## src/rtl/imm_pkg.sv

```systemverilog
// ----------------------------------------------------------------------------
// imm_pkg
// Shared types and constants for the integer matrix multiply block: opcodes,
// command kinds, queue entry layout, engine states and register indexes.
// ----------------------------------------------------------------------------
package imm_pkg;

  // Fixed field widths of the item, result and register ports
  localparam int COORD_W     = 4;
  localparam int VALUE_W     = 16;
  localparam int RESULT_W    = 32;
  localparam int CFG_W       = 5;
  localparam int CFG_IDX_W   = 2;
  localparam int COORD_COUNT = 16;

  localparam logic [CFG_W-1:0] CFG_RESET = 5'd16;

  // Command queue between front and engine
  localparam int QUEUE_DEPTH = 2;
  localparam int QUEUE_PTR_W = 1;
  localparam int QUEUE_CNT_W = 2;

  typedef enum logic [1:0] {
    OP_WRITE_A = 2'd0,
    OP_WRITE_B = 2'd1,
    OP_READ    = 2'd2
  } op_t;

  typedef enum logic [1:0] {
    KIND_WR_A   = 2'd0,
    KIND_WR_B   = 2'd1,
    KIND_RD     = 2'd2,
    KIND_RD_BAD = 2'd3
  } kind_t;

  typedef enum logic [CFG_IDX_W-1:0] {
    CFG_ROWS_A     = 2'd0,
    CFG_INNER_SIZE = 2'd1,
    CFG_COLS_B     = 2'd2
  } cfg_reg_t;

  typedef enum logic [1:0] {
    ST_IDLE   = 2'd0,
    ST_RUN    = 2'd1,
    ST_DRAIN  = 2'd2,
    ST_FINISH = 2'd3
  } state_t;

  typedef struct packed {
    kind_t                      kind;
    logic [COORD_W-1:0]         row;
    logic [COORD_W-1:0]         col;
    logic signed [VALUE_W-1:0]  value;
  } cmd_t;

endpackage

```

## src/rtl/imm_front.sv

```systemverilog
// ----------------------------------------------------------------------------
// imm_front
// Item front end: accepts items, drops unused opcodes, checks product reads
// against the configured size and pushes one command per useful item.
// ----------------------------------------------------------------------------
module imm_front import imm_pkg::*; #(
  parameter int MAX_DIM = 16
) (
  input  logic                      item_valid,
  output logic                      item_stall,
  input  logic [1:0]                op,
  input  logic [COORD_W-1:0]        row,
  input  logic [COORD_W-1:0]        col,
  input  logic signed [VALUE_W-1:0] value,
  input  logic [CFG_W-1:0]          rows_a,
  input  logic [CFG_W-1:0]          cols_b,
  input  logic                      q_full,
  output logic                      push,
  output cmd_t                      push_cmd
);

  localparam int CW = ($clog2(MAX_DIM + 1) > CFG_W) ? $clog2(MAX_DIM + 1) : CFG_W;

  logic [CW-1:0] rows_ext;
  logic [CW-1:0] cols_ext;
  logic [CW-1:0] rows_lim;
  logic [CW-1:0] cols_lim;
  logic          bad;
  logic          useful;

  // Clamp the size registers to 1..MAX_DIM
  always_comb begin
    rows_ext = CW'(rows_a);
    cols_ext = CW'(cols_b);
    if (rows_ext == '0) begin
      rows_lim = CW'(1);
    end else if (rows_ext > CW'(MAX_DIM)) begin
      rows_lim = CW'(MAX_DIM);
    end else begin
      rows_lim = rows_ext;
    end
    if (cols_ext == '0) begin
      cols_lim = CW'(1);
    end else if (cols_ext > CW'(MAX_DIM)) begin
      cols_lim = CW'(MAX_DIM);
    end else begin
      cols_lim = cols_ext;
    end
  end

  assign bad = (CW'(row) >= rows_lim) || (CW'(col) >= cols_lim);

  // Classify the item
  always_comb begin
    useful        = 1'b1;
    push_cmd.kind = KIND_WR_A;
    unique case (op)
      OP_WRITE_A: push_cmd.kind = KIND_WR_A;
      OP_WRITE_B: push_cmd.kind = KIND_WR_B;
      OP_READ:    push_cmd.kind = bad ? KIND_RD_BAD : KIND_RD;
      default:    useful = 1'b0;
    endcase
    push_cmd.row   = row;
    push_cmd.col   = col;
    push_cmd.value = value;
  end

  // Hold items while the queue is full; unused opcodes are taken and dropped
  assign item_stall = q_full;
  assign push       = item_valid && !q_full && useful;

endmodule

```

## config.mk

```make
export PLATFORM = sky130hd
export DESIGN_NAME = imm_front
export DESIGN_NICKNAME = d
export VERILOG_FILES = /design/src/rtl/imm_pkg.sv /design/src/rtl/imm_front.sv
export SDC_FILE = /design/constraint.sdc
export NUM_CORES = 1
export LEC_CHECK = 0
export BUFFER_PORTS_ARGS = -buffer_cell sky130_fd_sc_hd__buf_2
export CORE_MARGIN = 2
export CORE_UTILIZATION = 34
export DETAILED_ROUTE_END_ITERATION = 7
export PLACE_DENSITY = 0.86
export SLEW_MARGIN = 20
export SYNTH_ARGS = -nofsm -noshare
export SYNTH_HDL_FRONTEND = slang
export SYNTH_SLANG_ARGS = --single-unit
```

## constraint.sdc

```tcl
create_clock -name vclk -period 1.1
set_input_delay 0.055 -clock vclk [all_inputs]
set_output_delay 0.055 -clock vclk [all_outputs]
set_load 0.02 [all_outputs]
```

After elaboration in Yosys (flattened, before gate mapping). Cells that the tools add are included.

Register bits: 0. Output and inout port bits: 28. Word-level logic and storage cells: 21.

Magnitude comparators: 4. Equal/unequal tests: 2. Multiplexer cells: 7. Reductions and logical operators: 8.

Operators by type and width (number): two-way mux 5 bit (4); greater-or-equal comparator 4 x 5 -> 1 bit (2); greater-than comparator 5 bit, second input constant (2); logical NOT 5 bit (2); case mux 2 bit (2 select lines) (1); OR reduction 3 bit (1); == test 2 x 1 -> 1 bit, second input constant (1); == test 2 bit, second input constant (1); logical AND 1 bit (2); logical NOT 2 bit (1); two-way mux 1 bit (2); logical NOT 1 bit (1); logical OR 1 bit (1).

Depth between registers and ports, before layout. Gate-level depths: netlist (run 1).

Depth in word-level cells: 7. Gate-level depth with buffers: 8.

Worst setup path before layout (run 1). Ideal clock, no wire load.

Kind: input -> output. From: input rows_a[1]. To: output push_cmd[24] (netlist name). Arrival: 1.140 ns. Data required time: 1.045 ns. Slack: -0.095 ns. Cell stages on the path: 8. Cell sequence: nor3_1 > nor2_1 > nor2_1 > ha_1 > nor2b_4 > o21ai_2 > nand3_1 > a31oi_1.

RTL lines: start, declared (line imm_front.sv:15) `input logic [CFG_W-1:0] rows_a,`; end, declared (line imm_front.sv:19) `output cmd_t push_cmd`.

==> results of run 1 <==
[routing by layer]
metal  up-vias  share of wire (%)  GRT usage, %  routed length [um]
met1       192                 30          9.87                 313
met5         -                  0             0                   0
met3         8                 11          1.28                 119
met2        24                 57          22.7                 603
li1        229                  -             -                   -
met4         0                2.0          3.75                  21
[cells by family after synthesis]
kind of cell | Yosys count
buffers and inverters | 31
AND/OR/NAND/NOR | 19
adder cells (fa/ha/maj) | 12
AO/OA/AOI/OAI | 7
[worst max-delay path by stage]
stage               startpoint           end  slack [ns]  cells past startpoint
floorplan            rows_a[1]  push_cmd[24]       0.004                      8
global placement     cols_b[1]  push_cmd[24]       -0.23                     10
detailed placement   cols_b[1]  push_cmd[24]       -0.26                     10
CTS                  rows_a[1]  push_cmd[24]       -0.21                     10
global route         rows_a[1]  push_cmd[24]       -0.32                     10
finish               cols_b[3]  push_cmd[24]       -0.19                     10
[where the power goes]
group	switching (W)	internal [W]	leakage (nW)	total, W
registers	0	0	0	0
clock network	0	0	0	0
logic	0.000124	0.000114	0.345	0.000238
[repair_timing]
action / 4_1_cts / 5_1_grt
gates resized for setup: 5 / 3
gates cloned: 0 / 0
endpoints found under the setup margin: 1 / 1
pin swaps: 2 / 0
[worst max-delay path, cell delays in order]
cell and delay [ns]:
buf_6 0.10, nor3_4 0.17, nor2_1 0.06, nor2_1 0.08
ha_1 0.23, nor2b_1 0.12, o21ai_1 0.08, nand3_1 0.11
a31oi_4 0.09, buf_6 0.14
[through the flow]
stage / hold slack (ns) / setup slack (ns) / utilization (%) / power (W) / instances
2_1_floorplan: 0.193 / 0.00387 / - / 0.000234 / 69
3_3_place_gp: 0.110 / -0.228 / 41.6 / 0.000215 / 98
3_5_place_dp: 0.110 / -0.258 / 41.6 / 0.000222 / 98
4_1_cts: 0.110 / -0.206 / 43.3 / 0.000234 / 98
5_1_grt: 0.110 / -0.322 / 44.6 / 0.000267 / 98
6_report: 0.110 / -0.194 / 44.6 / 0.000238 / 98
[cells in the final DEF, fill, tap and decap left out, drive strengths merged]
cell type  count
a21oi          2
a221oi         1
a31oi          1
buf           39
ha            12
inv            6
nand2          8
nand3          2
nor2           4
nor2b          2
nor3           2
nor3b          1
o21ai          2
o21bai         1
[final cells by class]
class,instances,area (um^2)
tap,15,18.8
multi-input combinational,38,332
timing repair buffer,39,226
inverter,6,25.0
fill,135,748
[cells in the mapped netlist]
cell / instances / area, um^2
o21bai_1: 1 / 7.51
nand2_1: 8 / 30.0
inv_1: 4 / 15.0
ha_1: 12 / 150
o21ai_2: 1 / 8.76
nor2b_4: 1 / 13.8
buf_4: 25 / 188
a31oi_1: 1 / 6.26
o21ai_1: 1 / 5.00
a21oi_1: 2 / 10.0
nor2_1: 4 / 15.0
nor3_1: 2 / 10.0
nor2b_1: 1 / 6.26
inv_2: 1 / 3.75
nand3_1: 2 / 10.0
a221oi_2: 1 / 15.0
nor3b_1: 1 / 7.51
inv_4: 1 / 6.26
==> impl_metrics.py, run 1 <==
metrics = {
    "placement": {
        "gp_congestion": 0.639,
        "dp_hpwl_um": 877,
        "placed_area_um2": 562,
        "io_buffers": 34,
    },
    "cells_and_area": {
        "fin_nets": 135,
        "area_delta_synth_final_pct": 18.5,
        "clock_buffers": 0,
        "antennaDiodeCount": 0,
        "regArea_um2": 0,
        "seq_cell_count": 0,
        "fin_area_um2": 602,
        "drive_above_1_share_pct": 57.8,
    },
    "worst_hold_path": {
        "min_from": "value[15]",
        "min_to": "push_cmd[15]",
        "hold_path_class": "in -> out",
        "worstHoldPathCells": 0,
    },
    "setup_path": {
        "worstSetupStartpointType": "input pin",
        "critical_path.max_fanout": 2,
        "cp_data_required_time_ns": 1.04,
        "endpoint_kind": "output port",
        "setup.worst_path.class": "in -> out",
        "arrival_ns": 1.24,
    },
    "floorplanning": {
        "floorplan.die_area_um2": 1820,
        "ioPinCount": 66,
        "initial_core_util_pct": 37.6,
        "num_rows": 13,
        "die_h_um": 42.7,
        "core-area_um2": 1350,
        "die_w_um": 42.7,
    },
    "synth": {
        "synth_seq_area_share_pct": 0,
        "synth_cells": 69,
        "synth_cell_types": 18,
        "synth-simple-area-share_pct": 18.2,
        "muxShareOfSynthArea_pct": 0,
        "synth_compound_area_share_pct": 10.3,
        "synth_adder_area_share_pct": 29.6,
        "synth_warnings": 0,
        "syn_nets": 119,
        "avgSynthCellArea_um2": 7.36,
        "synth-xor-area-share_pct": 0,
        "synth_top_family_by_area": "buffers and inverters",
        "syn_area_um2": 508,
    },
    "timing": {
        "final-setup-viol-count": 1,
        "maxSlewHeadroom_pct": 82.3,
        "final_hold_viol_count": 0,
        "drv_slew": 0,
        "worst_pin_slew_ns": 0.266,
        "min_period_ns": 1.29,
        "fin_tns_setup_ns": -0.194,
        "max_freq_ghz": 0.773,
        "period_share_pct": 118,
        "rsz0062_at_grt": "yes",
        "fin_ws_ns": -0.194,
    },
    "global_routing": {
        "antenna_found_initial": 0,
        "grt_overflow": 0,
        "grt_start_max_net_pins": 5,
        "grt_usage_pct": 10.7,
        "grt_pass1_vias": 416,
        "grt_pass1_wl_mm": 1.63,
    },
    "run_status": {
        "status": "complete, but fails checks",
        "violations": "negative setup slack",
    },
    "routing": {
        "avgRoutedWirePerCell_um": 10.8,
        "vias": 453,
        "drtAntennaViolNets": 0,
        "drc": 0,
        "drt_wl_total_mm": 1.06,
        "via_per_inst": 4.62,
        "drtIter0Drc": 1,
        "dr.pass1.iters": 2,
    },
    "pwr": {
        "power.density_nw_per_um2": 396,
        "ir_drop_v": 0.000182,
        "p_leak_nw": 0.345,
    },
    "cts": {
        "postCtsHoldBufs": 0,
        "postCtsSetupBuffers": 0,
    },
    "flow_run": {
        "drv_cap": 0,
    },
}
No activity file was read; power rests on OpenSTA's default activity.
==> inputs of run 2 (changes only) <==
--- a/config.mk
+++ b/config.mk
@@ -9,6 +9,7 @@
 export CORE_MARGIN = 2
 export CORE_UTILIZATION = 34
 export DETAILED_ROUTE_END_ITERATION = 7
+export MAX_ROUTING_LAYER = met4
 export PLACE_DENSITY = 0.86
 export SLEW_MARGIN = 20
 export SYNTH_ARGS = -nofsm -noshare
==> impl_metrics.py, run 2 (synthesized netlist as in run 1, its figures left out) <==
metrics = {
    "run_status": {
        "status": "complete, but fails checks",
        "violations": "negative setup slack",
    },
    "routing": {
        "drtIter0Drc": 1,
        "vias": 453,
        "dr.pass1.iters": 2,
        "drc": 0,
        "via_per_inst": 4.62,
        "drtAntennaViolNets": 0,
        "avgRoutedWirePerCell_um": 10.8,
        "drt_wl_total_mm": 1.06,
    },
    "setup_path": {
        "critPathLaunch": "cols_b[3]",
        "worstPathCellList": "buf_6 -> nor3_4 -> nor2_1 -> nor2_1 -> ha_1 -> nor2b_1 -> o21ai_1 -> nand3_1 -> a31oi_4 -> buf_6",
        "cp_data_required_time_ns": 1.04,
        "endpoint_kind": "output port",
        "arrival_ns": 1.24,
        "critPathSlowestCell": "ha_1",
        "critical_path.max_fanout": 2,
        "crit_end": "push_cmd[24]",
        "max_stage_delay_ns": 0.23,
        "setup.worst_path.class": "in -> out",
        "worstSetupStartpointType": "input pin",
    },
    "global_routing": {
        "grt_start_max_net_pins": 5,
        "grt_pass1_vias": 416,
        "grt_overflow": 0,
        "grt_usage_pct": 11.0,
        "antenna_found_initial": 0,
        "grt_pass1_wl_mm": 1.63,
    },
    "cells_and_area": {
        "area_delta_synth_final_pct": 18.5,
        "final_cell_mix": "buf_2, ha_1, nand2_1",
        "clock_buffers": 0,
        "final_common_cell": "buf_2",
        "instances_no_fill": 98,
        "antennaDiodeCount": 0,
        "regArea_um2": 0,
        "drive_above_1_share_pct": 57.8,
        "fin_util_pct": 44.6,
        "seq_cell_count": 0,
        "fin_nets": 135,
    },
    "placement": {
        "preCtsSetupSlack_ns": -0.258,
        "gp_congestion": 0.645,
        "dp_hpwl_um": 877,
        "io_buffers": 34,
        "placedCellCount": 98,
    },
    "timing": {
        "maxSlewHeadroom_pct": 82.3,
        "period_share_pct": 118,
        "final_hold_viol_count": 0,
        "fin_ws_ns": -0.194,
        "rsz0062_at_grt": "yes",
        "holdWs_ns": 0.110,
        "max_freq_ghz": 0.773,
        "min_period_ns": 1.29,
        "worst_pin_slew_ns": 0.266,
        "final-setup-viol-count": 1,
        "drv_slew": 0,
    },
    "pwr": {
        "pwr-share-seq_pct": 0,
        "power_w": 0.000238,
        "p_comb_share_pct": 100.0,
        "intPower_w": 0.000114,
        "clock_power_share_pct": 0,
        "p_switching_w": 0.000124,
        "p_leak_nw": 0.345,
        "switching_share_pct": 52.1,
        "power.density_nw_per_um2": 396,
        "ir_drop_v": 0.000182,
    },
    "floorplanning": {
        "num_rows": 13,
        "die_w_um": 42.7,
        "core-area_um2": 1350,
        "initial_core_util_pct": 37.6,
        "ioPinCount": 66,
        "die_h_um": 42.7,
        "floorplan.die_area_um2": 1820,
    },
    "cts": {
        "postCtsHoldBufs": 0,
        "postCtsSetupBuffers": 0,
    },
    "worst_hold_path": {
        "min_from": "value[15]",
        "hold_path_class": "in -> out",
    },
    "flow_run": {
        "drv_cap": 0,
    },
}
-- run 2: cell counts in the layout (fill, tap and decap cells not counted) --
Identical to the previous run, type by type.
-- run 2: worst min-delay path by stage --
stage	to	depth (start not counted)	slack (ns)
2_1_floorplan	push	1	0.19
3_3_place_gp	push_cmd[0]	0	0.11
3_5_place_dp	push_cmd[0]	0	0.11
4_1_cts	push_cmd[0]	0	0.11
5_1_grt	push_cmd[7]	0	0.11
6_report	push_cmd[15]	0	0.11
-- run 2: area by class of cell --
| type | count | area (um^2) |
|---|---|---|
| Fill cell | 135 | 748 |
| Tap cell | 15 | 18.8 |
| Multi-Input combinational cell | 38 | 332 |
| Inverter | 6 | 25.0 |
| Timing Repair Buffer | 39 | 226 |
-- run 2: power groups by stage --
stage	Combinational, W	Sequential (W)	Clock (W)
3_3_place_gp	0.000215	0	0
2_1_floorplan	0.000234	0	0
6_report	0.000238	0	0
3_5_place_dp	0.000222	0	0
4_1_cts	0.000234	0	0
5_1_grt	0.000267	0	0
-- run 2: per-stage QoR --
stage,TNS (ns),cell area [um^2]
2_1_floorplan,0,523
3_3_place_gp,-0.228,562
3_5_place_dp,-0.258,562
4_1_cts,-0.206,584
5_1_grt,-0.322,602
6_report,-0.194,602
-- run 2: repair_timing --
item	4_1_cts	5_1_grt
resized for setup	5	3
pin swaps	2	0
hold endpoints to repair	0	0
endpoints found under the setup margin	1	1
-- run 2: worst max-delay path, delay by kind of cell --
kind / cells / cell delay, ns
AND/OR/NAND/NOR: 5 / 0.54
adder cells (fa/ha/maj): 1 / 0.23
AO/OA/AOI/OAI: 2 / 0.17
buffers and inverters: 2 / 0.24
-- run 2: layer usage --
metal  track usage [%]  wire length, um  up-vias
met1              10.1              316      192
met2              22.7              603       24
met4              3.75               21        0
met5                 -                0        -
li1                  -                -      229
met3             0.851              115        8
