**src/rtl/imm_pkg.sv**
```systemverilog
// ----------------------------------------------------------------------------
// imm_pkg
// Shared types and constants for the integer matrix multiply block: opcodes,
// command kinds, queue entry layout, engine states and register indexes.
// ----------------------------------------------------------------------------
package imm_pkg;

  // Fixed field widths of the item, result and register ports
  localparam int COORD_W     = 4;
  localparam int VALUE_W     = 16;
  localparam int RESULT_W    = 32;
  localparam int CFG_W       = 5;
  localparam int CFG_IDX_W   = 2;
  localparam int COORD_COUNT = 16;

  localparam logic [CFG_W-1:0] CFG_RESET = 5'd16;

  // Command queue between front and engine
  localparam int QUEUE_DEPTH = 2;
  localparam int QUEUE_PTR_W = 1;
  localparam int QUEUE_CNT_W = 2;

  typedef enum logic [1:0] {
    OP_WRITE_A = 2'd0,
    OP_WRITE_B = 2'd1,
    OP_READ    = 2'd2
  } op_t;

  typedef enum logic [1:0] {
    KIND_WR_A   = 2'd0,
    KIND_WR_B   = 2'd1,
    KIND_RD     = 2'd2,
    KIND_RD_BAD = 2'd3
  } kind_t;

  typedef enum logic [CFG_IDX_W-1:0] {
    CFG_ROWS_A     = 2'd0,
    CFG_INNER_SIZE = 2'd1,
    CFG_COLS_B     = 2'd2
  } cfg_reg_t;

  typedef enum logic [1:0] {
    ST_IDLE   = 2'd0,
    ST_RUN    = 2'd1,
    ST_DRAIN  = 2'd2,
    ST_FINISH = 2'd3
  } state_t;

  typedef struct packed {
    kind_t                      kind;
    logic [COORD_W-1:0]         row;
    logic [COORD_W-1:0]         col;
    logic signed [VALUE_W-1:0]  value;
  } cmd_t;

endpackage

```
**src/rtl/imm_fifo.sv**
```systemverilog
// ----------------------------------------------------------------------------
// imm_fifo
// Short command queue between the front end and the multiply engine.
// ----------------------------------------------------------------------------
module imm_fifo import imm_pkg::*; (
  input  logic clk,
  input  logic rst,
  input  logic push,
  input  cmd_t push_cmd,
  input  logic pop,
  output cmd_t head,
  output logic full,
  output logic empty
);

  cmd_t                   entries [QUEUE_DEPTH];
  logic [QUEUE_PTR_W-1:0] wptr;
  logic [QUEUE_PTR_W-1:0] rptr;
  logic [QUEUE_CNT_W-1:0] count;
  logic [QUEUE_CNT_W-1:0] count_next;

  assign full  = (count == QUEUE_CNT_W'(QUEUE_DEPTH));
  assign empty = (count == '0);
  assign head  = entries[rptr];

  always_comb begin
    count_next = count;
    if (push && !pop) begin
      count_next = count + QUEUE_CNT_W'(1);
    end else if (pop && !push) begin
      count_next = count - QUEUE_CNT_W'(1);
    end
  end

  // Advance pointers and count
  always_ff @(posedge clk) begin
    if (rst) begin
      wptr  <= '0;
      rptr  <= '0;
      count <= '0;
    end else begin
      if (push) begin
        wptr <= wptr + QUEUE_PTR_W'(1);
      end
      if (pop) begin
        rptr <= rptr + QUEUE_PTR_W'(1);
      end
      count <= count_next;
    end
  end

  // Store entries
  always_ff @(posedge clk) begin
    if (push) begin
      entries[wptr] <= push_cmd;
    end
  end

endmodule

```
**config.mk**
```make
export PLATFORM = sky130hd
export DESIGN_NAME = imm_fifo
export DESIGN_NICKNAME = d
export VERILOG_FILES = /design/src/rtl/imm_pkg.sv /design/src/rtl/imm_fifo.sv
export SDC_FILE = /design/constraint.sdc
export NUM_CORES = 1
export LEC_CHECK = 0
export BUFFER_PORTS_ARGS = -buffer_cell sky130_fd_sc_hd__clkbuf_2
export CAP_MARGIN = 40
export CORE_AREA = 2 2 71 73
export DETAILED_ROUTE_END_ITERATION = 16
export DIE_AREA = 0 0 73 75
export PLACE_DENSITY = 0.72
export SLEW_MARGIN = 20
export SYNTH_ARGS = -nofsm -noshare
export SYNTH_HDL_FRONTEND = slang
export SYNTH_SLANG_ARGS = --single-unit
```
**constraint.sdc**
```tcl
create_clock -name clk -period 1.75 [get_ports clk]
set_input_delay 0.175 -clock clk [delete_from_list [all_inputs] [get_ports clk]]
set_output_delay 0.175 -clock clk [all_outputs]
set_load 0.005 [all_outputs]
```
== Yosys cells after proc, flatten, opt, wreduce, memory -nomap -nowiden ==
Memories as Yosys holds them, arrays and structs flattened. A register that Yosys moved wholly into a read port is not among the register bits.
Cells that the tools add are included.
Storage, ports and cells
  register bits after elaboration: 4
  RAM bits: 52
  bits of input ports: 30
  output and inout bits: 28
  word-level logic and storage cells: 21
  memories kept: 1
Memory list
  entries: depth 2, bits a word 26, read ports 1, clocked after Yosys merged registers in 1, write ports 1, line imm_fifo.sv:16  | cmd_t entries [QUEUE_DEPTH];
Cells by class
  add/sub/neg operators: 4
  equal/unequal tests: 1
  multiplexer cells: 6
  reductions and logical operators: 6
Operators with widths (count)
  $mux 1: 4
  $mux 2: 2
  $add 1x1->1 const B: 2
  $add 2x1->2 const B: 1
  $eq 2x2->1 const B: 1
  $logic_and 1x1->1: 2
  $logic_not 1->1: 2
  $logic_not 2->1: 1
  $reduce_bool 2->1: 1
  $sub 2x1->2 const B: 1

== Depth between registers and ports, before layout ==
Gate-level depths: netlist of run 1.
  depth after elaboration: 4
  gate-level depth with buffers: 5
  depth with buffers taken out: 5

== Least setup slack after synthesis of run 1 ==
Ideal clock, no wire load.
  path kind: reg2reg
  start point: reg wptr
  end point: mem entries[0][0] in the netlist's numbering, enable pin
  data arrival time: 1.504 ns
  slack: -0.166 ns
  cell stages (with the launch flop): 2
  path buffers: 0
  period minus slack after synthesis: 1.916 ns
  path through: dfxtp_1 > nor2b_1
RTL lines
  start: declaration: line imm_fifo.sv:17  | logic [QUEUE_PTR_W-1:0] wptr;
  start signal: assignment: line imm_fifo.sv:43  | wptr <= wptr + QUEUE_PTR_W'(1);
  end: declaration: line imm_fifo.sv:16
No word-level cell before the write port.

==> impl_results.md, run 1 <==
- Crit path max fanout: 13
- Status: complete, no violations
- Slowest stage cell, crit path: mux2_2
- CTS tree: yes
- PwrDens: 1150 nW/um^2
- Vias/cell: 4.71
- Die Y: around 75 um
- Residual DRC: 0
- Fill cells: slightly below 400
- Seq cells post-synth: between 50 and 60
- Sum of buffers and inverters on the critical path: 2
- CP required: 1.57 ns
- Warnings from Yosys: 0
- Post-Syn Area: around 2100 um^2
- CP Capture Type: primary output
- Syn Inst Count: around 100
- Tot Pwr: 3.04 mW
- Avg Inst Size Synth: ~20 um^2
- Worst Path Arrival: 1.35 ns
- Cell depth of the worst setup path: 3
- Clk sinks: between 50 and 60
- Clock root cell: clkbuf_8
- Crit share post-route: about 87%
- Clk slew on worst S/H paths: 0.06 ns
- Post-synthesis cell type count: 16
- First-pass GRT wire length: approximately 5.5 mm
- Latest clock arrival within the worst-skew pair: ~0.33 ns
- CTS resizes: 0
- FMAX: between 0.6 and 0.7 GHz
- Cts hold-fix bufs: 0
- Die Width: 73 um
- Hold WC Path Type: in -> reg
- Final number of hold-violating endpoints: 0
- Total core area: 4660 um^2
- Final Max Tran Viols: 0
- Antenna Nets Post-Route: 0
- Clock Skew: between 0.006 and 0.007 ns
- First-pass detailed-route iteration total: 4
- I/O Buffers: 57
- Initial antenna violation count: 0
- I/O pin count: just under 60
- Max Cap Viol: 0
- Clock buffer count from CTS: 9
- Layout cells sized above 1: between 50% and 60%
- Vias in the first global route: 1,181
- Clk buf depth: 2
- Tmin final: about 1.5 ns
- Total track usage: between 10% and 20%
- Full die area: 5480 um^2
- CP delay by family, top: multiplexers
- Reg2reg path depth: 2
- H-tree depth reported by CTS: 3
- Syn-to-layout area delta: 26.5%
- Initial drt markers: between 60 and 70
- Peak supply drop: 0.640 mV
- Post-Route Utilization: a little under three fifths
- Sequential-to-total area share from yosys stat: between 70% and 80%
- FP Rows: 25
- Syn nets: 134
- Initial Util: roughly 45%
- Leakage: slightly above 1 nW
- Dpl hpwl: between 2 and 2.5 mm
- Slowest Stage Delay on Critical Path: roughly 0.36 ns
- Via count: 1,093
- Post-CTS Setup Inserts: 0
- Setup violators final: 0
- Crit path kind: reg -> out
- WL per Instance: approximately 15 um
- RSZ-0062 raised after global routing: no
- Worst slew pin tran: ~0.36 ns
- Hold path cells: 1
- Pin count of the biggest net entering global routing: 27
- Startpoint type of the worst setup path: register
- Critical path cell sequence: buf_4, mux2_2, clkbuf_2
- Grt total ovfl: 0
- Final WL: around 3.5 mm
- Max_slew headroom: 76.2%
- Ant. Diodes: 0
- Final nets: between 200 and 250
- Final GP Congestion: 0.693
- Fin Setup TNS: 0 ns
kinds of logic (layout without fill, tap and decap cells):
logic type | Yosys count | after routing | synth area share (%)
adders and majority gates | 1 | 1 | 0.601
buffers and inverters | 4 | 79 | 1.14
xor gates and xnor gates | 4 | 4 | 1.68
muxes | 26 | 26 | 14.1
and+or+nand+nor | 9 | 9 | 2.22
DFF | 57 | 57 | 79.8
AOI/OAI and AO/OA | 2 | 2 | 0.480
synth_stat cells (all sizes together):
cell,number,share of area [%]
nor2,5,0.90
o21ai,1,0.24
and2,1,0.30
buf,3,0.96
or3,1,0.30
mux2,26,14
and2b,1,0.42
nor2b,1,0.30
inv,1,0.18
xnor2,2,0.84
xor2,2,0.84
edfxtp,52,75
ha,1,0.60
a21oi,1,0.24
dfxtp,5,4.8
area by class of cell:
class	instances	area (um^2)	area share [%]
Clock buffer	12	135	5.13
Clock inverter	4	43.8	1.66
Inverter	1	3.75	0.143
Multi-Input combinational cell	42	399	15.2
Sequential cell	57	1660	63.1
Tap cell	54	67.6	2.57
Timing Repair Buffer	62	323	12.3
sequential cells by signal (all words and copies together), names as in the netlist, named ones only:
register	flops
count	2
entries	52
wptr	1
rptr	1
per-layer routing:
layer  global-route usage [%]  vias up  wire [um]
met3                     6.83        8        220
met2                     23.6       37       1800
met4                     10.5        0         81
li1                         -      538          -
met1                     15.4      510       1420
met5                        0        -          0
report_power, final:
part | leakage (nW) | switching [mW] | total [mW] | internal, mW
clock network | 0.0918 | 0.464 | 1.11 | 0.648
registers | 0.530 | 0.0270 | 1.61 | 1.58
logic | 0.413 | 0.149 | 0.316 | 0.167
worst reg2reg max path, cell delays in order (launching register included):
cell and delay [ns]:
dfxtp_1 0.33, nor2b_2 0.10, buf_4 0.34
metrics by stage:
step | cell area [um^2] | worst slack [ns] | std cells | hold WS [ns]
after floorplan | 2080 | 0.320 | 103 | 0.244
after global placement | 2450 | 0.583 | 216 | 0.363
after detailed placement | 2450 | 0.533 | 216 | 0.368
after CTS | 2630 | 0.191 | 232 | 0.0164
after global routing | 2630 | 0.134 | 232 | 0.0130
final | 2630 | 0.228 | 232 | 0.0343
cell usage in the layout (no fill, tap or decap):
cell type,n
clkbuf_2,57
edfxtp_1,52
mux2_2,26
clkbuf_8,9
nor2_1,5
dfxtp_1,5
buf_4,5
clkbuf_1,3
xor2_1,2
xnor2_1,2
clkinv_2,2
inv_1,1
and2_1,1
and2b_2,1
nor2b_2,1
o21ai_0,1
or3_1,1
a21oi_1,1
ha_1,1
bufinv_16,1
clkinv_1,1
path summary, 6_finish.rpt:
path	startpoint	endpoint	slack, ns
max	register	head[1]	0.23
max reg2reg	wptr	entries[0][21]	0.64
min	push_cmd[11]	entries[1][11]	0.03
min reg2reg	count[1]	count[1]	0.53
Power figures use the tool's default switching activity.
==> run 2: changes to the inputs <==
--- a/config.mk
+++ b/config.mk
@@ -10,7 +10,7 @@
 export CORE_AREA = 2 2 71 73
 export DETAILED_ROUTE_END_ITERATION = 16
 export DIE_AREA = 0 0 73 75
-export PLACE_DENSITY = 0.72
+export PLACE_DENSITY = 0.79
 export SLEW_MARGIN = 20
 export SYNTH_ARGS = -nofsm -noshare
 export SYNTH_HDL_FRONTEND = slang
==> run 2 against run 1 <==
Effect of this change: flip-flop and latch count did not move; clock skew down 0.0027 ns; register-to-register slack got worse by 0.09 ns; highest routed layer unchanged.
==> impl_results.md, run 2 (synthesized netlist as in run 1, its figures left out) <==
- FP Rows: 25 (unchanged)
- Tmin final: 1.51 ns (-0.0108 ns)
- Biggest regs: entries x52, count x2
- CP Capture Type: primary output
- Leakage: 1.03 nW (-0.22%)
- Hold WC Path Type: in -> reg
- Final GP Congestion: 0.755 (+8.9%)
- I/O pin count: 58 (unchanged)
- Hold path startpoint: push_cmd[15]
- Hold EP: entries[1][15]
- Clock root cell: clkbuf_8
- Post-CTS Setup Inserts: 0 (unchanged)
- Pin count of the biggest net entering global routing: 27 (unchanged)
- Worst Path Arrival: 1.34 ns (about the same)
- Clk buf depth: 2 (unchanged)
- Syn-to-layout area delta: 27.3%
- Fill cells: 375 (-5.1%)
- Final WL: 3.55 mm (+0.97%)
- First-pass detailed-route iteration total: 3 (-1)
- PwrDens: 1140 nW/um^2 (-1.0%)
- CTS resizes: 0 (unchanged)
- Most frequent cells in the layout: clkbuf_2 (57), edfxtp_1 (52), mux2_2 (26)
- Max Cap Viol: 0 (unchanged)
- FF-to-FF Start: wptr
- Antenna Nets Post-Route: 0 (unchanged)
- Crit share post-route: 86.4% (-0.62 points)
- Worst slew pin tran: 0.286 ns (-0.0712 ns)
- Final number of hold-violating endpoints: 0 (unchanged)
- Die Y: 75 um (unchanged)
- Residual DRC: 0 (unchanged)
- Initial Util: 44.7% (unchanged)
- Crit path kind: reg -> out
- Reg2reg end: entries[1][1]
- Most common cell after layout, fill and taps aside: clkbuf_2
- CTS tree: yes
- Status: complete, no violations
- Dpl hpwl: 2.42 mm (-1.3%)
- Latest clock arrival within the worst-skew pair: 0.32 ns (about the same)
- Initial antenna violation count: 0 (unchanged)
- Clock Skew: 0.00340 ns (-0.00273 ns)
- Vias in the first global route: 1,184 (+0.25%)
- WL per Instance: 15.5 um (+2.3%)
- Largest register FFs: 52 (unchanged)
- Peak supply drop: 0.500 mV (-22%)
- Setup violators final: 0 (unchanged)
- R2r setup slk: 0.55 ns (-0.09 ns)
- Clk slew on worst S/H paths: 0.06 ns (about the same)
- Ant. Diodes: 0 (unchanged)
- Layout cells sized above 1: 56.6% (-0.73 points)
- Startpoint type of the worst setup path: register
- Via count: 1,121 (+2.6%)
- Final Max Tran Viols: 0 (unchanged)
- First-pass GRT wire length: 5.24 mm (-3.9%)
- Final nets: 202 (-0.98%)
- Vias/cell: 4.90 (+3.9%)
- Fin Setup TNS: 0 ns (unchanged)
- I/O Buffers: 57 (unchanged)
- Full die area: 5480 um^2 (unchanged)
- Grt total ovfl: 0 (unchanged)
- Total track usage: 13.8% (-0.95 points)
- Clock buffer count from CTS: 9 (unchanged)
- Reg2reg path depth: 2 (unchanged)
- Post-Route Utilization: 56.9% (+0.38 points)
- Initial drt markers: 66 (unchanged)
- Crit path max fanout: 26 (+13)
- H-tree depth reported by CTS: 3 (unchanged)
- Cts hold-fix bufs: 0 (unchanged)
- Largest Register: entries
- Max_slew headroom: 80.8% (+4.7 points)
- FMAX: 0.662 GHz (+0.71%)
- Die Width: 73 um (unchanged)
- Clk sinks: 57 (unchanged)
- CP required: 1.57 ns (about the same)
- Total core area: 4660 um^2 (unchanged)
- Hold path cells: 1 (unchanged)
- RSZ-0062 raised after global routing: no
run 2: critical path, cell delays in order (launching register included):
cell and delay, ns:
dfxtp_1 0.35, buf_12 0.19, mux2_2 0.36, clkbuf_2 0.11
run 2: how the worst max path moves through the flow:
stage,end,slack (ns)
global placement,head[11],0.58
global route,head[2],0.17
finish,head[15],0.24
detailed placement,count[1],0.49
CTS,head[15],0.21
floorplan,entries[0][0],0.32
run 2: stage by stage:
step | total power [mW] | setup slack (ns) | cell area (um^2) | hold slack (ns) | instances
2_1_floorplan | 1.81 | 0.320 | 2080 | 0.244 | 103
3_3_place_gp | 1.95 | 0.584 | 2480 | 0.365 | 214
3_5_place_dp | 1.98 | 0.489 | 2480 | 0.367 | 214
4_1_cts | 3.07 | 0.209 | 2650 | 0.0251 | 229
5_1_grt | 3.15 | 0.172 | 2650 | 0.0212 | 229
6_report | 3.03 | 0.238 | 2650 | 0.0425 | 229
run 2: final cells by class:
cell class	instances	area [um^2]	share of cell area [%]
Clock buffer	9	124	4.67
Clock inverter	6	50.0	1.89
Inverter	1	3.75	0.142
Multi-Input combinational cell	42	399	15.1
Sequential cell	57	1660	62.7
Tap cell	54	67.6	2.55
Timing Repair Buffer	60	345	13.0
run 2: where the power goes:
| part | internal, mW | total (mW) | switching [mW] |
|---|---|---|---|
| sequential | 1.58 | 1.61 | 0.0281 |
| combinational | 0.177 | 0.326 | 0.148 |
| clock | 0.626 | 1.09 | 0.465 |
run 2: layer usage:
metal / vias up / track usage, % / wire length (um)
li1: 530 / - / -
met1: 541 / 13.0 / 1380
met2: 45 / 24.3 / 1860
met3: 5 / 7.50 / 273
met4: 0 / 6.79 / 39
met5: - / 0 / 0
==> run 3: changes to the inputs <==
--- a/config.mk
+++ b/config.mk
@@ -10,6 +10,7 @@
 export CORE_AREA = 2 2 71 73
 export DETAILED_ROUTE_END_ITERATION = 16
 export DIE_AREA = 0 0 73 75
+export MAX_ROUTING_LAYER = met4
 export PLACE_DENSITY = 0.79
 export SLEW_MARGIN = 20
 export SYNTH_ARGS = -nofsm -noshare
==> run 3 against run 2 <==
Effect of this change: clock skew hardly changed; first-iteration DRC count stayed put; sequential share of layout area stayed put; critical path depth stayed put; sequential power hardly changed; global-route usage is 0.45 points higher; highest routed layer unchanged; setup slack better by 0.00052 ns; via count stayed put; total power hardly changed; worst hold slack hardly changed; final area stayed put.
==> impl_results.md, run 3 (synthesized netlist as in run 1, its figures left out) <==
- Status: complete, no violations
- Final GP Congestion: 0.765 (+1.3%)
- Biggest regs: entries x52, count x2
- Initial Util: 44.7% (unchanged)
- Startpoint type of the worst setup path: register
- Clk buf depth: 2 (unchanged)
- Initial drt markers: 66 (unchanged)
- Hold WC Path Type: in -> reg
- RSZ-0062 raised after global routing: no
- Crit path kind: reg -> out
- Residual DRC: 0 (unchanged)
- Final number of hold-violating endpoints: 0 (unchanged)
- Clock network power share: 36.0% (about the same)
- Die Y: 75 um (unchanged)
- Most frequent cells in the layout: clkbuf_2 (57), edfxtp_1 (52), mux2_2 (26)
- First-pass detailed-route iteration total: 4 (+1)
- Hold path startpoint: push_cmd[15]
- Tmin final: 1.51 ns (-0.000521 ns)
- Post-CTS Setup Inserts: 0 (unchanged)
- Vias/cell: 4.90 (unchanged)
- Final nets: 202 (unchanged)
- Reg2reg end: entries[1][1]
- R2r setup slk: 0.55 ns (about the same)
- CP Capture Type: primary output
- Total core area: 4660 um^2 (unchanged)
- CTS tree: yes
- I/O Buffers: 57 (unchanged)
- Fin cells: 229 (unchanged)
- Comb pwr share: 10.8% (about the same)
- Fill cells: 375 (unchanged)
- Peak supply drop: 0.500 mV (+0.12%)
- CTS resizes: 0 (unchanged)
- Worst Path Arrival: 1.34 ns (about the same)
- Post-Route Utilization: 56.9% (unchanged)
- PwrDens: 1140 nW/um^2 (about the same)
- Clk slew on worst S/H paths: 0.06 ns (about the same)
- Placed inst area: 2480 um^2 (unchanged)
- Cts hold-fix bufs: 0 (unchanged)
- Vias in the first global route: 1,183 (-0.084%)
- Via count: 1,121 (unchanged)
- CP required: 1.57 ns (about the same)
- FP Rows: 25 (unchanged)
- H-tree depth reported by CTS: 3 (unchanged)
- Max_slew headroom: 80.7% (-0.13 points)
- I/O pin count: 58 (unchanged)
- Reg power frac: 53.2% (about the same)
- Clock Skew: 0.00343 ns (+0.0000293 ns)
- Leakage: 1.03 nW (unchanged)
- NetSw: 0.641 mW (about the same)
- Design area: 2650 um^2 (unchanged)
- Placed insts: 214 (unchanged)
- Final WL: 3.56 mm (+0.17%)
- WL per Instance: 15.5 um (+0.17%)
- Clock buffer count from CTS: 9 (unchanged)
- Final Max Tran Viols: 0 (unchanged)
- Largest register FFs: 52 (unchanged)
- Hold path cells: 1 (unchanged)
- Initial antenna violation count: 0 (unchanged)
- Hold EP: entries[1][15]
- Crit path max fanout: 26 (unchanged)
- Sw Ratio: 21.2% (about the same)
- Worst slew pin tran: 0.288 ns (+0.00200 ns)
- Clk sinks: 57 (unchanged)
- Grt total ovfl: 0 (unchanged)
- Fin Setup TNS: 0 ns (unchanged)
- Largest Register: entries
- Ant. Diodes: 0 (unchanged)
- FMAX: 0.662 GHz (about the same)
- Hold WS: 0.0425 ns (-0.0000168 ns)
- Syn-to-layout area delta: 27.3% (unchanged)
- Reg2reg path depth: 2 (unchanged)
- Crit share post-route: 86.3% (about the same)
- Clock root cell: clkbuf_8
- Die Width: 73 um (unchanged)
- Dpl hpwl: 2.42 mm (unchanged)
- Setup violators final: 0 (unchanged)
- First-pass GRT wire length: 5.25 mm (+0.11%)
- FF-to-FF Start: wptr
- Latest clock arrival within the worst-skew pair: 0.32 ns (about the same)
- Pin count of the biggest net entering global routing: 27 (unchanged)
- Antenna Nets Post-Route: 0 (unchanged)
- Most common cell after layout, fill and taps aside: clkbuf_2
- Internal: 2.39 mW (unchanged)
- Total track usage: 14.2% (+0.45 points)
- Max Cap Viol: 0 (unchanged)
- Layout cells sized above 1: 56.6% (unchanged)
- Full die area: 5480 um^2 (unchanged)
## run 3: cell counts in the layout (fill, tap and decap cells not counted)
No cell type changed its count.
## run 3: worst max-delay path, cell delays in order (launching register included)
cell and delay (ns):
dfxtp_1 0.35, buf_12 0.19, mux2_2 0.36, clkbuf_2 0.11
## run 3: metal layers
layer	share of wire, %	GRT usage, %
met1	40	13.5
met2	52	24.3
met3	6.5	6.69
met4	1.3	6.79
met5	0	-
## run 3: how the worst max path moves through the flow
stage,end,depth (start not counted),slack [ns],startpoint
floorplan,entries[0][0],1,0.32,wptr
global placement,head[11],3,0.58,register
detailed placement,count[1],4,0.49,push
CTS,head[15],3,0.21,register
global route,head[2],3,0.17,register
finish,head[15],3,0.24,register
## run 3: power groups by stage
stage / logic (mW) / clock network, mW / registers [mW]
floorplan: 0.173 / 0 / 1.63
global placement: 0.319 / 0 / 1.63
detailed placement: 0.333 / 0 / 1.64
CTS: 0.335 / 1.12 / 1.61
global route: 0.357 / 1.17 / 1.62
finish: 0.326 / 1.09 / 1.61
## run 3: layout make-up
| cell class | instances | area, um^2 | area share, % |
|---|---|---|---|
| clock buffer | 9 | 124 | 4.67 |
| tap | 54 | 67.6 | 2.55 |
| inverter | 1 | 3.75 | 0.142 |
| clock inverter | 6 | 50.0 | 1.89 |
| multi-input combinational | 42 | 399 | 15.1 |
| sequential | 57 | 1660 | 62.7 |
| timing repair buffer | 60 | 345 | 13.0 |
## run 3: through the flow
stage	power, mW	setup WS, ns
detailed placement	1.98	0.489
global placement	1.95	0.584
global route	3.15	0.172
finish	3.03	0.239
floorplan	1.81	0.320
CTS	3.07	0.209
